### src/sv/drfp_pkg.sv
// ----------------------------------------------------------------------------
// drfp_pkg: shared types, constants and CRC helper
// Register indexes, frame layout, the queue entry type and a one-byte
// CRC-8 update used by the range frame parser.
// ----------------------------------------------------------------------------
package drfp_pkg;

	localparam int FRAME_BYTES = 7;
	localparam int SHORT_BYTES = 4;
	localparam int FILL_W      = $clog2(FRAME_BYTES + 1);
	localparam int IDX_W       = $clog2(FRAME_BYTES);

	// byte positions inside a frame
	localparam int OPT_HI_POS = 1;
	localparam int OPT_LO_POS = 2;
	localparam int SON_HI_POS = 3;
	localparam int SON_LO_POS = 4;

	localparam logic [7:0] SYNC_BYTE = 8'h54;

	localparam int CFG_IDX_W  = 3;
	localparam int CFG_DATA_W = 16;

	localparam logic [CFG_IDX_W-1:0] REG_CRC_POLY    = 3'd0;
	localparam logic [CFG_IDX_W-1:0] REG_OPTICAL_MIN = 3'd1;
	localparam logic [CFG_IDX_W-1:0] REG_OPTICAL_MAX = 3'd2;
	localparam logic [CFG_IDX_W-1:0] REG_SONAR_MIN   = 3'd3;
	localparam logic [CFG_IDX_W-1:0] REG_SONAR_MAX   = 3'd4;

	localparam logic [7:0]  RST_CRC_POLY    = 8'h07;
	localparam logic [15:0] RST_OPTICAL_MIN = 16'd200;
	localparam logic [15:0] RST_OPTICAL_MAX = 16'd14000;
	localparam logic [15:0] RST_SONAR_MIN   = 16'd50;
	localparam logic [15:0] RST_SONAR_MAX   = 16'd7650;

	localparam logic KIND_OPTICAL = 1'b0;
	localparam logic KIND_SONAR   = 1'b1;

	localparam int QUEUE_DEPTH = 2;
	localparam int QPTR_W      = $clog2(QUEUE_DEPTH);
	localparam int QCNT_W      = $clog2(QUEUE_DEPTH + 1);

	typedef struct packed {
		logic [7:0]  crc_poly;
		logic [15:0] optical_min;
		logic [15:0] optical_max;
		logic [15:0] sonar_min;
		logic [15:0] sonar_max;
	} cfg_t;

	// one frame that passed its CRC check
	typedef struct packed {
		logic        dual;
		logic [15:0] optical;
		logic [15:0] sonar;
	} frame_t;

	// MSB-first CRC-8 update over one byte, no reflection
	function automatic logic [7:0] crc8_byte(input logic [7:0] crc,
		input logic [7:0] data, input logic [7:0] poly);
		logic [7:0] c;
		c = crc ^ data;
		for (int b = 0; b < 8; b++) begin
			c = c[7] ? ({c[6:0], 1'b0} ^ poly) : {c[6:0], 1'b0};
		end
		return c;
	endfunction

endpackage

### src/sv/drfp_front.sv
// ----------------------------------------------------------------------------
// drfp_front: byte intake and frame classification
// Collects bytes into the frame store with a running CRC and pushes frames
// whose CRC matches into the queue.
// ----------------------------------------------------------------------------
module drfp_front (
	input  logic                  clk,
	input  logic                  arst_n,
	input  logic                  in_valid,
	output logic                  in_stall,
	input  logic [7:0]            rx_byte,
	input  logic [7:0]            crc_poly,
	input  logic                  poly_wr,
	input  logic                  queue_full,
	output logic                  push,
	output drfp_pkg::frame_t      push_data
);

	logic [7:0]                   store_q [drfp_pkg::FRAME_BYTES];
	logic [drfp_pkg::FILL_W-1:0]  fill_q;
	logic [7:0]                   crc_q;
	logic [7:0]                   crc_lag_q;
	logic                         rc_busy_q;
	logic [drfp_pkg::FILL_W-1:0]  rc_idx_q;

	logic accept;
	logic is_sync;
	logic append;
	logic restart;
	logic short_ok;
	logic long_ok;

	assign in_stall = queue_full || rc_busy_q;

	always_comb begin
		accept   = in_valid && !in_stall;
		is_sync  = (rx_byte == drfp_pkg::SYNC_BYTE);
		append   = accept && !is_sync &&
			(fill_q < drfp_pkg::FILL_W'(drfp_pkg::FRAME_BYTES));
		restart  = accept && !append;
		short_ok = (fill_q == drfp_pkg::FILL_W'(drfp_pkg::SHORT_BYTES)) &&
			(crc_lag_q == store_q[drfp_pkg::SHORT_BYTES-1]);
		long_ok  = (fill_q == drfp_pkg::FILL_W'(drfp_pkg::FRAME_BYTES)) &&
			(crc_lag_q == store_q[drfp_pkg::FRAME_BYTES-1]);
		push     = accept && is_sync && (short_ok || long_ok);
		push_data.dual    = long_ok;
		push_data.optical = {store_q[drfp_pkg::OPT_HI_POS], store_q[drfp_pkg::OPT_LO_POS]};
		push_data.sonar   = {store_q[drfp_pkg::SON_HI_POS], store_q[drfp_pkg::SON_LO_POS]};
	end

	// frame bytes: only positions below fill_q are ever read
	always_ff @(posedge clk) begin
		if (restart) begin
			store_q[0] <= drfp_pkg::SYNC_BYTE;
		end else if (append) begin
			store_q[fill_q[drfp_pkg::IDX_W-1:0]] <= rx_byte;
		end
	end

	// crc_q covers all held bytes, crc_lag_q all but the newest
	always_ff @(posedge clk or negedge arst_n) begin
		if (!arst_n) begin
			fill_q    <= '0;
			crc_q     <= '0;
			crc_lag_q <= '0;
			rc_busy_q <= 1'b0;
			rc_idx_q  <= '0;
		end else if (poly_wr) begin
			// rebuild the running CRC under the new polynomial
			rc_busy_q <= 1'b1;
			rc_idx_q  <= '0;
			crc_q     <= '0;
			crc_lag_q <= '0;
		end else if (rc_busy_q) begin
			if (rc_idx_q == fill_q) begin
				rc_busy_q <= 1'b0;
			end else begin
				crc_lag_q <= crc_q;
				crc_q     <= drfp_pkg::crc8_byte(crc_q,
					store_q[rc_idx_q[drfp_pkg::IDX_W-1:0]], crc_poly);
				rc_idx_q  <= rc_idx_q + drfp_pkg::FILL_W'(1);
			end
		end else if (restart) begin
			fill_q    <= drfp_pkg::FILL_W'(1);
			crc_lag_q <= '0;
			crc_q     <= drfp_pkg::crc8_byte(8'h00, drfp_pkg::SYNC_BYTE, crc_poly);
		end else if (append) begin
			fill_q    <= fill_q + drfp_pkg::FILL_W'(1);
			crc_lag_q <= crc_q;
			crc_q     <= drfp_pkg::crc8_byte(crc_q, rx_byte, crc_poly);
		end
	end

endmodule

### src/sv/drfp_queue.sv
// ----------------------------------------------------------------------------
// drfp_queue: short frame queue
// Two-entry FIFO of checked frames between the intake and the emitter.
// ----------------------------------------------------------------------------
module drfp_queue (
	input  logic                  clk,
	input  logic                  arst_n,
	input  logic                  push,
	input  drfp_pkg::frame_t      push_data,
	output logic                  full,
	input  logic                  pop,
	output drfp_pkg::frame_t      pop_data,
	output logic                  empty
);

	drfp_pkg::frame_t             slot_q [drfp_pkg::QUEUE_DEPTH];
	logic [drfp_pkg::QPTR_W-1:0]  wr_ptr_q;
	logic [drfp_pkg::QPTR_W-1:0]  rd_ptr_q;
	logic [drfp_pkg::QCNT_W-1:0]  count_q;

	logic do_push;
	logic do_pop;

	assign full     = (count_q == drfp_pkg::QCNT_W'(drfp_pkg::QUEUE_DEPTH));
	assign empty    = (count_q == '0);
	assign pop_data = slot_q[rd_ptr_q];
	assign do_push  = push && !full;
	assign do_pop   = pop && !empty;

	always_ff @(posedge clk) begin
		if (do_push) begin
			slot_q[wr_ptr_q] <= push_data;
		end
	end

	always_ff @(posedge clk or negedge arst_n) begin
		if (!arst_n) begin
			wr_ptr_q <= '0;
			rd_ptr_q <= '0;
			count_q  <= '0;
		end else begin
			if (do_push) begin
				wr_ptr_q <= wr_ptr_q + drfp_pkg::QPTR_W'(1);
			end
			if (do_pop) begin
				rd_ptr_q <= rd_ptr_q + drfp_pkg::QPTR_W'(1);
			end
			if (do_push && !do_pop) begin
				count_q <= count_q + drfp_pkg::QCNT_W'(1);
			end else if (do_pop && !do_push) begin
				count_q <= count_q - drfp_pkg::QCNT_W'(1);
			end
		end
	end

endmodule

### src/sv/drfp_back.sv
// ----------------------------------------------------------------------------
// drfp_back: window check and result emitter
// Pops checked frames, applies the range windows, numbers optical readings
// and drives the result output register.
// ----------------------------------------------------------------------------
module drfp_back (
	input  logic                  clk,
	input  logic                  arst_n,
	input  drfp_pkg::cfg_t        cfg,
	input  logic                  empty,
	input  drfp_pkg::frame_t      pop_data,
	output logic                  pop,
	output logic                  out_valid,
	input  logic                  out_stall,
	output logic                  sensor_kind,
	output logic [15:0]           range_mm,
	output logic [31:0]           sequence_res,
	output logic                  last
);

	localparam logic [1:0] S_IDLE     = 2'd0;
	localparam logic [1:0] S_EMIT_OPT = 2'd1;
	localparam logic [1:0] S_EMIT_SON = 2'd2;

	logic [1:0]  state_q;
	logic [15:0] opt_range_q;
	logic [15:0] son_range_q;
	logic        son_go_q;
	logic [31:0] seq_q;

	logic        out_valid_q;
	logic        kind_q;
	logic [15:0] range_q;
	logic [31:0] seq_out_q;
	logic        last_q;

	logic opt_go;
	logic son_go;
	logic slot_free;
	logic emit;

	assign out_valid    = out_valid_q;
	assign sensor_kind  = kind_q;
	assign range_mm     = range_q;
	assign sequence_res = seq_out_q;
	assign last         = last_q;

	always_comb begin
		pop       = (state_q == S_IDLE) && !empty;
		opt_go    = (pop_data.optical >= cfg.optical_min) &&
			(pop_data.optical <= cfg.optical_max);
		son_go    = pop_data.dual && (pop_data.sonar >= cfg.sonar_min) &&
			(pop_data.sonar <= cfg.sonar_max);
		slot_free = !out_valid_q || !out_stall;
		emit      = slot_free && ((state_q == S_EMIT_OPT) || (state_q == S_EMIT_SON));
	end

	always_ff @(posedge clk) begin
		if (pop) begin
			opt_range_q <= pop_data.optical;
			son_range_q <= pop_data.sonar;
			son_go_q    <= son_go;
		end
		if (slot_free && state_q == S_EMIT_OPT) begin
			kind_q    <= drfp_pkg::KIND_OPTICAL;
			range_q   <= opt_range_q;
			seq_out_q <= seq_q;
			last_q    <= !son_go_q;
		end else if (slot_free && state_q == S_EMIT_SON) begin
			kind_q    <= drfp_pkg::KIND_SONAR;
			range_q   <= son_range_q;
			seq_out_q <= seq_q;
			last_q    <= 1'b1;
		end
	end

	always_ff @(posedge clk or negedge arst_n) begin
		if (!arst_n) begin
			state_q     <= S_IDLE;
			seq_q       <= '0;
			out_valid_q <= 1'b0;
		end else begin
			// load a new result, or drop the one just taken
			if (emit) begin
				out_valid_q <= 1'b1;
			end else if (out_valid_q && !out_stall) begin
				out_valid_q <= 1'b0;
			end
			unique case (state_q)
				S_IDLE: begin
					if (pop) begin
						if (opt_go) begin
							state_q <= S_EMIT_OPT;
						end else if (son_go) begin
							state_q <= S_EMIT_SON;
						end
					end
				end
				S_EMIT_OPT: begin
					if (slot_free) begin
						seq_q   <= seq_q + 32'd1;
						state_q <= son_go_q ? S_EMIT_SON : S_IDLE;
					end
				end
				S_EMIT_SON: begin
					if (slot_free) begin
						state_q <= S_IDLE;
					end
				end
				default: begin
					state_q <= S_IDLE;
				end
			endcase
		end
	end

endmodule

### src/sv/dual_range_frame_parser_crc8_core.sv
// ----------------------------------------------------------------------------
// dual_range_frame_parser_crc8_core: CRC-8 checked serial range frame parser
// Takes one serial byte per item and emits optical and ultrasonic ranges
// from frames that pass their CRC and fall inside the range windows.
// ----------------------------------------------------------------------------
// The block takes one received byte per clock cycle while in_stall is low.
// Bytes other than 'T' fill a seven-byte frame store; a 'T' closes the held
// frame. The intake keeps a running CRC-8 over the stored bytes, so a
// closing 'T' is checked in the cycle it arrives and a good frame drops
// into a two-entry queue. The emitter pops a frame, applies the optical and
// ultrasonic windows and sends up to two results through its state
// register and an output register. in_stall rises only when the queue is
// full (a stalled output side backs up) and after a write to crc_poly,
// while the running CRC is rebuilt over the bytes already held under the
// new polynomial. Optical results carry the shared sequence number and
// advance it; an ultrasonic result carries the number after any optical
// advance. last marks the final result caused by a byte. Write
// configuration only while the block is idle.
module dual_range_frame_parser_crc8_core (
	input  logic                              clk,
	input  logic                              arst_n,
	input  logic                              in_valid,
	output logic                              in_stall,
	input  logic [7:0]                        rx_byte,
	input  logic                              cfg_we,
	input  logic [drfp_pkg::CFG_IDX_W-1:0]    cfg_index,
	input  logic [drfp_pkg::CFG_DATA_W-1:0]   cfg_data,
	output logic                              out_valid,
	input  logic                              out_stall,
	output logic                              sensor_kind,
	output logic [15:0]                       range_mm,
	output logic [31:0]                       sequence_res,
	output logic                              last
);

	drfp_pkg::cfg_t   cfg_q;
	drfp_pkg::frame_t push_data;
	drfp_pkg::frame_t pop_data;
	logic             poly_wr;
	logic             push;
	logic             pop;
	logic             queue_full;
	logic             queue_empty;

	// a polynomial write forces the intake to rebuild its running CRC
	assign poly_wr = cfg_we && (cfg_index == drfp_pkg::REG_CRC_POLY);

	// configuration registers; writes to unused indexes are dropped
	always_ff @(posedge clk or negedge arst_n) begin
		if (!arst_n) begin
			cfg_q.crc_poly    <= drfp_pkg::RST_CRC_POLY;
			cfg_q.optical_min <= drfp_pkg::RST_OPTICAL_MIN;
			cfg_q.optical_max <= drfp_pkg::RST_OPTICAL_MAX;
			cfg_q.sonar_min   <= drfp_pkg::RST_SONAR_MIN;
			cfg_q.sonar_max   <= drfp_pkg::RST_SONAR_MAX;
		end else if (cfg_we) begin
			unique case (cfg_index)
				drfp_pkg::REG_CRC_POLY:    cfg_q.crc_poly    <= cfg_data[7:0];
				drfp_pkg::REG_OPTICAL_MIN: cfg_q.optical_min <= cfg_data;
				drfp_pkg::REG_OPTICAL_MAX: cfg_q.optical_max <= cfg_data;
				drfp_pkg::REG_SONAR_MIN:   cfg_q.sonar_min   <= cfg_data;
				drfp_pkg::REG_SONAR_MAX:   cfg_q.sonar_max   <= cfg_data;
				default: begin
				end
			endcase
		end
	end

	// intake: store bytes, track CRC, classify closed frames
	drfp_front u_front (
		.clk        (clk),
		.arst_n     (arst_n),
		.in_valid   (in_valid),
		.in_stall   (in_stall),
		.rx_byte    (rx_byte),
		.crc_poly   (cfg_q.crc_poly),
		.poly_wr    (poly_wr),
		.queue_full (queue_full),
		.push       (push),
		.push_data  (push_data)
	);

	// decouple intake from the emitter
	drfp_queue u_queue (
		.clk       (clk),
		.arst_n    (arst_n),
		.push      (push),
		.push_data (push_data),
		.full      (queue_full),
		.pop       (pop),
		.pop_data  (pop_data),
		.empty     (queue_empty)
	);

	// emitter: window checks, sequence numbering, output register
	drfp_back u_back (
		.clk          (clk),
		.arst_n       (arst_n),
		.cfg          (cfg_q),
		.empty        (queue_empty),
		.pop_data     (pop_data),
		.pop          (pop),
		.out_valid    (out_valid),
		.out_stall    (out_stall),
		.sensor_kind  (sensor_kind),
		.range_mm     (range_mm),
		.sequence_res (sequence_res),
		.last         (last)
	);

endmodule

### config.mk
export PLATFORM = sky130hd
export DESIGN_NAME = dual_range_frame_parser_crc8_core
export DESIGN_NICKNAME = d
export VERILOG_FILES = /design/src/sv/drfp_pkg.sv /design/src/sv/drfp_front.sv /design/src/sv/drfp_queue.sv /design/src/sv/drfp_back.sv /design/src/sv/dual_range_frame_parser_crc8_core.sv
export SDC_FILE = /design/constraint.sdc
export NUM_CORES = 1
export LEC_CHECK = 0
export BUFFER_PORTS_ARGS = -buffer_cell sky130_fd_sc_hd__buf_2
export CAP_MARGIN = 20
export CELL_PAD_IN_SITES_DETAIL_PLACEMENT = 0
export CELL_PAD_IN_SITES_GLOBAL_PLACEMENT = 2
export CORE_ASPECT_RATIO = 1.1
export CORE_UTILIZATION = 47
export CTS_BUF_LIST = sky130_fd_sc_hd__clkbuf_4 sky130_fd_sc_hd__clkbuf_8
export CTS_CLUSTER_SIZE = 30
export DETAILED_ROUTE_END_ITERATION = 7
export GPL_TIMING_DRIVEN = 0
export PLACE_DENSITY = 0.86
export REMOVE_ABC_BUFFERS = 1
export SETUP_SLACK_MARGIN = 0.02
export SYNTH_ARGS = -nofsm -noshare
export SYNTH_HDL_FRONTEND = slang
export SYNTH_SLANG_ARGS = --single-unit
### constraint.sdc
create_clock -name clk -period 10.72 [get_ports clk]
set_input_delay 2.144 -clock clk [delete_from_list [all_inputs] [get_ports clk]]
set_output_delay 2.144 -clock clk [all_outputs]
set_load 0.1 [all_outputs]
# [Word-level counts from Yosys, hierarchy flattened]
# Memory sizes are Yosys's and may differ from the RTL's.
# Cells that the tools add are included.
[totals] reg_bits=217 n_memories=2 wordCells=205 inputBits=32 ramBits=122
[mem_list] name="u_queue.slot_q" words=2 word_bits=33 read_ports=1 rd_clocked_by_memory_dff=0 wr=1 line="drfp_queue.sv:16" text="drfp_pkg::frame_t slot_q [drfp_pkg::QUEUE_DEPTH];"
[mem_list] name="u_front.store_q" words=7 word_bits=8 read_ports=6 rd_clocked_by_memory_dff=0 wr=1 line="drfp_front.sv:19" text="logic [7:0] store_q [drfp_pkg::FRAME_BYTES];"
[op_classes] n_lt_le_gt_ge=5 n_reduce_logical=55 bitwise=27 add_sub_neg=7 n_eq_ne=19 muxes=67
[ops] op="two-way mux 8 bit" n=33
[ops] op="bitwise XOR 8 bit" n=24
[ops] op="two-way mux 32 bit" n=2
[ops] op="adder 32 x 1 -> 32 bit, second input constant" n=1
[ops] op=">= comparator 16 bit" n=2
[ops] op="less-or-equal comparator 16 bit" n=2
[ops] op="two-way mux 16 bit" n=2
[ops] op="logical AND 1 bit" n=21
[ops] op="two-way mux 3 bit" n=6
[ops] op="equality test 8 bit" n=2
[ops] op="two-way mux 2 bit" n=8
[ops] op="AND reduction 2 bit" n=8
[ops] op="two-way mux 1 bit" n=15
[ops] op="logical NOT 1 bit" n=10
[ops] op="nonzero test 2 bit" n=5
[ops] op="equality test 3 bit, second input constant" n=3
[ops] op="equality test 8 x 7 -> 1 bit, second input constant" n=1
[ops] op="OR reduction 8 bit" n=1
[ops] op="adder 3 x 1 -> 3 bit, second input constant" n=2
[ops] op="equality test 3 x 2 -> 1 bit, second input constant" n=2
[ops] op="case mux 2 bit (3 select lines)" n=1
[ops] op="equality test 2 bit, second input constant" n=2
[ops] op="logical NOT 2 bit" n=2
[ops] op="logical OR 1 bit" n=4
[ops] op="17 further kinds" n=21

# [Depth between registers and ports, before layout]
[depth] word_depth=21 ltp_mapped=19 mapped_depth_nobuf=17

# [Cells and area by module]
# From an unflattened synthesis, not the netlist that was laid out.
[unflattened] cells_unflattened=1511 hier_area_um2=18687.9
[by_module_without_submodules] mod="drfp_front" n_inst=1 seq_area_each_um2=2497.4 area_each_um2=7318.3 cells_each=770
[by_module_without_submodules] mod="drfp_back" n_inst=1 seq_area_each_um2=3358.2 area_each_um2=5860.6 cells_each=463
[by_module_without_submodules] mod="dual_range_frame_parser_crc8_core" n_inst=1 seq_area_each_um2=1831.8 area_each_um2=2778.9 cells_each=156
[by_module_without_submodules] mod="drfp_queue" n_inst=1 seq_area_each_um2=2082.0 area_each_um2=2730.1 cells_each=122

# [Worst setup path after synthesis]
# Ideal clock, no wire load.
[synth_path] path_kind="input port to flip-flop" startpoint="input port rx_byte[1]" endpoint="memory u_queue.slot_q[0][0] in the netlist's numbering (enable)" t_arrival_ns=5.832 t_required_ns=10.214 slack_ns=4.382 path_buffers=0 setup_ns=0.506 stages=3 path_cell_list="nor4b_1 nand2_1 nor4_1"
[synth_via] elab_chain_cells=6
[synth_rtl] element="start, declared" line="dual_range_frame_parser_crc8_core.sv:24" text="input logic [7:0] rx_byte,"
[synth_rtl] element="equality test 8 x 7 -> 1 bit" line="drfp_front.sv:37" text="is_sync = (rx_byte == drfp_pkg::SYNC_BYTE);"
[synth_rtl] element="logical AND 1 bit (2 in series)" line="drfp_front.sv:45" text="push = accept && is_sync && (short_ok || long_ok);"
[synth_rtl] element="logical AND 1 bit" line="drfp_queue.sv:27" text="assign do_push = push && !full;"
[synth_rtl] element="two-way mux 1 bit" line="drfp_queue.sv:31" text="if (do_push) begin"
[synth_rtl] element="two-way mux 1 bit (not written as such)" line="drfp_queue.sv:32" text="slot_q[wr_ptr_q] <= push_data;"
[synth_rtl] element="end, declared" line="drfp_queue.sv:16"
# Every way passes these cells.

# [Worst setup path after layout]
[layout_path] startpoint="input port rx_byte[7]" endpoint="register u_front.crc_q[2]"
[layout_via] elab_chain_cells=19
[layout_rtl] element="bitwise XOR 8 bit" line="drfp_pkg.sv:62" text="c = crc ^ data;"
[layout_rtl] element="two-way mux 8 bit" line="drfp_pkg.sv:64" text="c = c[7] ? ({c[6:0], 1'b0} ^ poly) : {c[6:0], 1'b0};"
[layout_rtl] element="bitwise XOR 8 bit" line="drfp_pkg.sv:64"
[layout_rtl] element="two-way mux 8 bit" line="drfp_pkg.sv:64"
[layout_rtl] element="bitwise XOR 8 bit" line="drfp_pkg.sv:64"
[layout_rtl] element="two-way mux 8 bit" line="drfp_pkg.sv:64"
[layout_rtl] element="bitwise XOR 8 bit" line="drfp_pkg.sv:64"
[layout_rtl] element="two-way mux 8 bit" line="drfp_pkg.sv:64"
[layout_rtl] element="[3 not listed]"
[layout_rtl] element="bitwise XOR 8 bit or two-way mux 8 bit (tied branches)" line="drfp_pkg.sv:64"
[layout_rtl] element="two-way mux 8 bit or bitwise XOR 8 bit (tied branches)" line="drfp_pkg.sv:64"
[layout_rtl] element="bitwise XOR 8 bit or two-way mux 8 bit (tied branches)" line="drfp_pkg.sv:64"
[layout_rtl] element="two-way mux 8 bit" line="drfp_pkg.sv:64"
[layout_rtl] element="two-way mux 8 bit" line="drfp_front.sv:87" text="end else if (append) begin"
[layout_rtl] element="two-way mux 8 bit" line="drfp_front.sv:83" text="end else if (restart) begin"
[layout_rtl] element="two-way mux 8 bit" line="drfp_front.sv:74" text="end else if (rc_busy_q) begin"
[layout_rtl] element="two-way mux 8 bit" line="drfp_front.sv:68" text="end else if (poly_wr) begin"
[layout_rtl] element="end signal, assigned" line="drfp_front.sv:79" text="crc_q <= drfp_pkg::crc8_byte(crc_q,"
[layout_rtl] element="end signal, assigned" line="drfp_front.sv:86" text="crc_q <= drfp_pkg::crc8_byte(8'h00, drfp_pkg::SYNC_BYTE, crc_poly);"
[layout_rtl] element="end signal, assigned" line="drfp_front.sv:90" text="crc_q <= drfp_pkg::crc8_byte(crc_q, rx_byte, crc_poly);"
[layout_rtl] element="end, declared" line="drfp_front.sv:21" text="logic [7:0] crc_q;"
# Several ways; a longest one is shown, not always the timed one. The select of a mux whose other input is x is not followed.
# A chain may end at the register's enable or synchronous reset.

==> flow_summary.json <==
{
  "status": "complete, no violations",
  "root_buffer": "clkbuf_8",
  "io_buffers": 83,
  "setup_tns_ps": 0,
  "cap_violations": 0,
  "wl_per_cell_um": 19.2,
  "synth_area_mm2": 0.0182,
  "synth_top_area_cell": "edfxtp_1",
  "async_reset_ff_share_pct": 38.6,
  "synth.most_common_cell": "edfxtp_1",
  "synth_area_per_cell_um2": 11.6,
  "path_max_fanout": 9,
  "clock_skew_ps": 18.8,
  "clk_latency_ps": 580,
  "cts_inserted_buffers": 52,
  "dieArea_mm2": 0.0395,
  "clockBufferDepth": 3,
  "die_y_um": 208,
  "cts_tree": "yes",
  "r2r-end": "u_front.crc_q[3]",
  "yosys_warnings": 0,
  "end_kind": "flip-flop",
  "worstMarginPinSlew_ps": 1060,
  "post_cts_buffers": 0,
  "synth_seq_cells": 347,
  "track_usage_pct": 22.0,
  "r2r_setup_slack_ps": 4660,
  "core_region_area_mm2": 0.0381,
  "final_area_mm2": 0.0204,
  "synth_edf_count": 212,
  "startpoint_type": "input pin",
  "cts_resized": 0,
  "cp.required_ps": 11230,
  "drt-total-wl_um": 42100,
  "fin_crit_ps": 6390,
  "synth.area.top_cells": "edfxtp_1 (35%), dfrtp_1 (15%), xnor2_1 (5.5%)",
  "grt_max_degree": 73,
  "cts_sinks": 347,
  "final_hold_viol_count": 0,
  "post-route-drc-count": 0,
  "first_iter_violations": 708,
  "synth_cell_types": 80,
  "synth_top_area_share_pct": 35.0,
  "die_w_um": 190,
  "ff2ff_path_depth": 16,
  "rsz0062_at_grt": "false",
  "gp_congestion": 0.830,
  "fp-row-count": 75,
  "overflow": 0,
  "syn_to_final_growth_pct": 12.2,
  "max_clock_freq_mhz": 156,
  "hold_path_depth": 0,
  "yosysSeqAreaShare_pct": 53.7,
  "min_to": "u_back.sequence_res[14]",
  "setup_violations": 0,
  "fin_crit_sh_pct": 59.6,
  "slew_violations": 0,
  "antenna_found_initial": 0,
  "worstHoldStart": "u_back.seq_q[14]",
  "slew_headroom_pct": 29.3,
  "path_class": "in2reg",
  "grt_pass1_vias": 11900,
  "dr.pass1.iters": 5,
  "hpwl_um": 31300,
  "rr_startpoint": "u_front.rc_idx_q[0]",
  "h-tree-depth": 2,
  "antenna_left": 0,
  "drive_gt1_share_pct": 19.4,
  "cp.arrival_ps": 6910,
  "worstHoldPathType": "reg2reg",
  "synth_commonest_cells": "edfxtp_1 (212), nand2_1 (193), xnor2_1 (115)",
  "place_area_mm2": 0.0193,
  "holdBufCountCts": 0,
  "fin_nets": 1754,
  "via_count": 11900,
  "clk_pin_slew_ps": 60,
  "grt_pass1_wl_um": 67500,
  "viasPerCell": 5.43,
  "n_antenna_cell": 0,
  "ios": 84,
  "initial_core_util_pct": 47.7,
  "synth_cells": 1562,
  "synth_flop_cell": "edfxtp_1"
}
==> per-layer routing <==
metal / vias to the layer above / track usage, % / share of wire [%]
met4: 0 / 7.87 / 2.9
met1: 5808 / 28.1 / 43
met2: 258 / 38.2 / 51
met5: - / 0 / 0
li1: 5753 / - / -
met3: 74 / 2.77 / 3.4
==> flip-flops by register name (all words and copies together) (netlist names), 8 cells and up <==
signal               cells
u_back.seq_q            32
u_back.opt_range_q      16
u_queue.slot_q          66
cfg_q                   72
u_back.son_range_q      16
u_back.range_mm         16
u_back.sequence_res     32
u_front.store_q         64
u_front.crc_q            8
u_front.crc_lag_q        8
==> final cells by class <==
type / count / area (um2)
fill: 3353 / 17700
clock buffer: 79 / 937
inverter: 80 / 300
tap: 500 / 626
timing repair buffer: 107 / 786
multi-input combinational: 1061 / 7830
sequential: 347 / 9770
clock inverter: 18 / 135
==> how the worst max path moves through the flow <==
| stage | start | to | cells past startpoint |
|---|---|---|---|
| final | rx_byte[7] | u_front.crc_q[2] | 16 |
| after global placement | rx_byte[1] | u_queue.slot_q[0][0] | 4 |
| after floorplan | rx_byte[1] | u_queue.slot_q[0][0] | 3 |
| after CTS | rx_byte[7] | u_front.crc_q[2] | 16 |
| after global routing | rx_byte[7] | u_front.crc_q[5] | 16 |
| after detailed placement | rx_byte[7] | u_front.crc_q[2] | 16 |
==> cell families (layout without fill, tap and decap cells) <==
| group | Yosys count | in the layout | synth area share (%) |
|---|---|---|---|
| and+or+nand+nor | 418 | 418 | 10.5 |
| DFF | 347 | 347 | 53.7 |
| AOI/OAI and AO/OA | 273 | 273 | 9.73 |
| xor gates and xnor gates | 183 | 183 | 9.91 |
| buffers and inverters | 161 | 284 | 3.51 |
| muxes | 106 | 106 | 7.56 |
| adders and majority gates | 73 | 73 | 5.02 |
| other | 1 | 8 | 0.0206 |
==> layout by cell type (no fill, tap or decap), types with 24 or more instances in the layout <==
master    Yosys  layout
nor2_1       75      73
dfrtp_1     110     109
edfxtp_1    212     212
ha_1         73      73
xnor2_1     115     115
dfstp_2      24      24
xor2_1       54      54
a21o_1       26      26
nand2_1     193     193
clkbuf_8      0      55
a21oi_1      48      47
inv_1        79      79
nand3_1      36      36
buf_2         6      85
o21ai_0      98      98
clkbuf_4      0      25
mux2_2       69      69
==> worst max-delay path, cell delays in order <==
cell,delay [ps]
buf_2,160
xor2_1,650
xnor2_1,350
mux2_2,390
a21oi_1,250
xor2_1,440
nor2_1,80
xnor3_1,420
xnor2_1,280
xnor2_1,150
nand2_1,80
xnor2_1,570
a31o_1,240
a221oi_1,80
a311oi_1,440
a221o_1,170
==> stage by stage <==
stage	setup WS (ps)	instances	util (%)	hold slack (ps)
global route	3970	2192	53.5	477
detailed placement	3770	2094	50.7	449
global placement	2330	2071	49.6	433
finish	4330	2192	53.5	457
CTS	4380	2191	53.5	464
floorplan	4380	1488	-	425
Power is left out: the tool's default activity adds up to more than one toggle a clock period on the data nets, which glitch-free logic cannot reach.
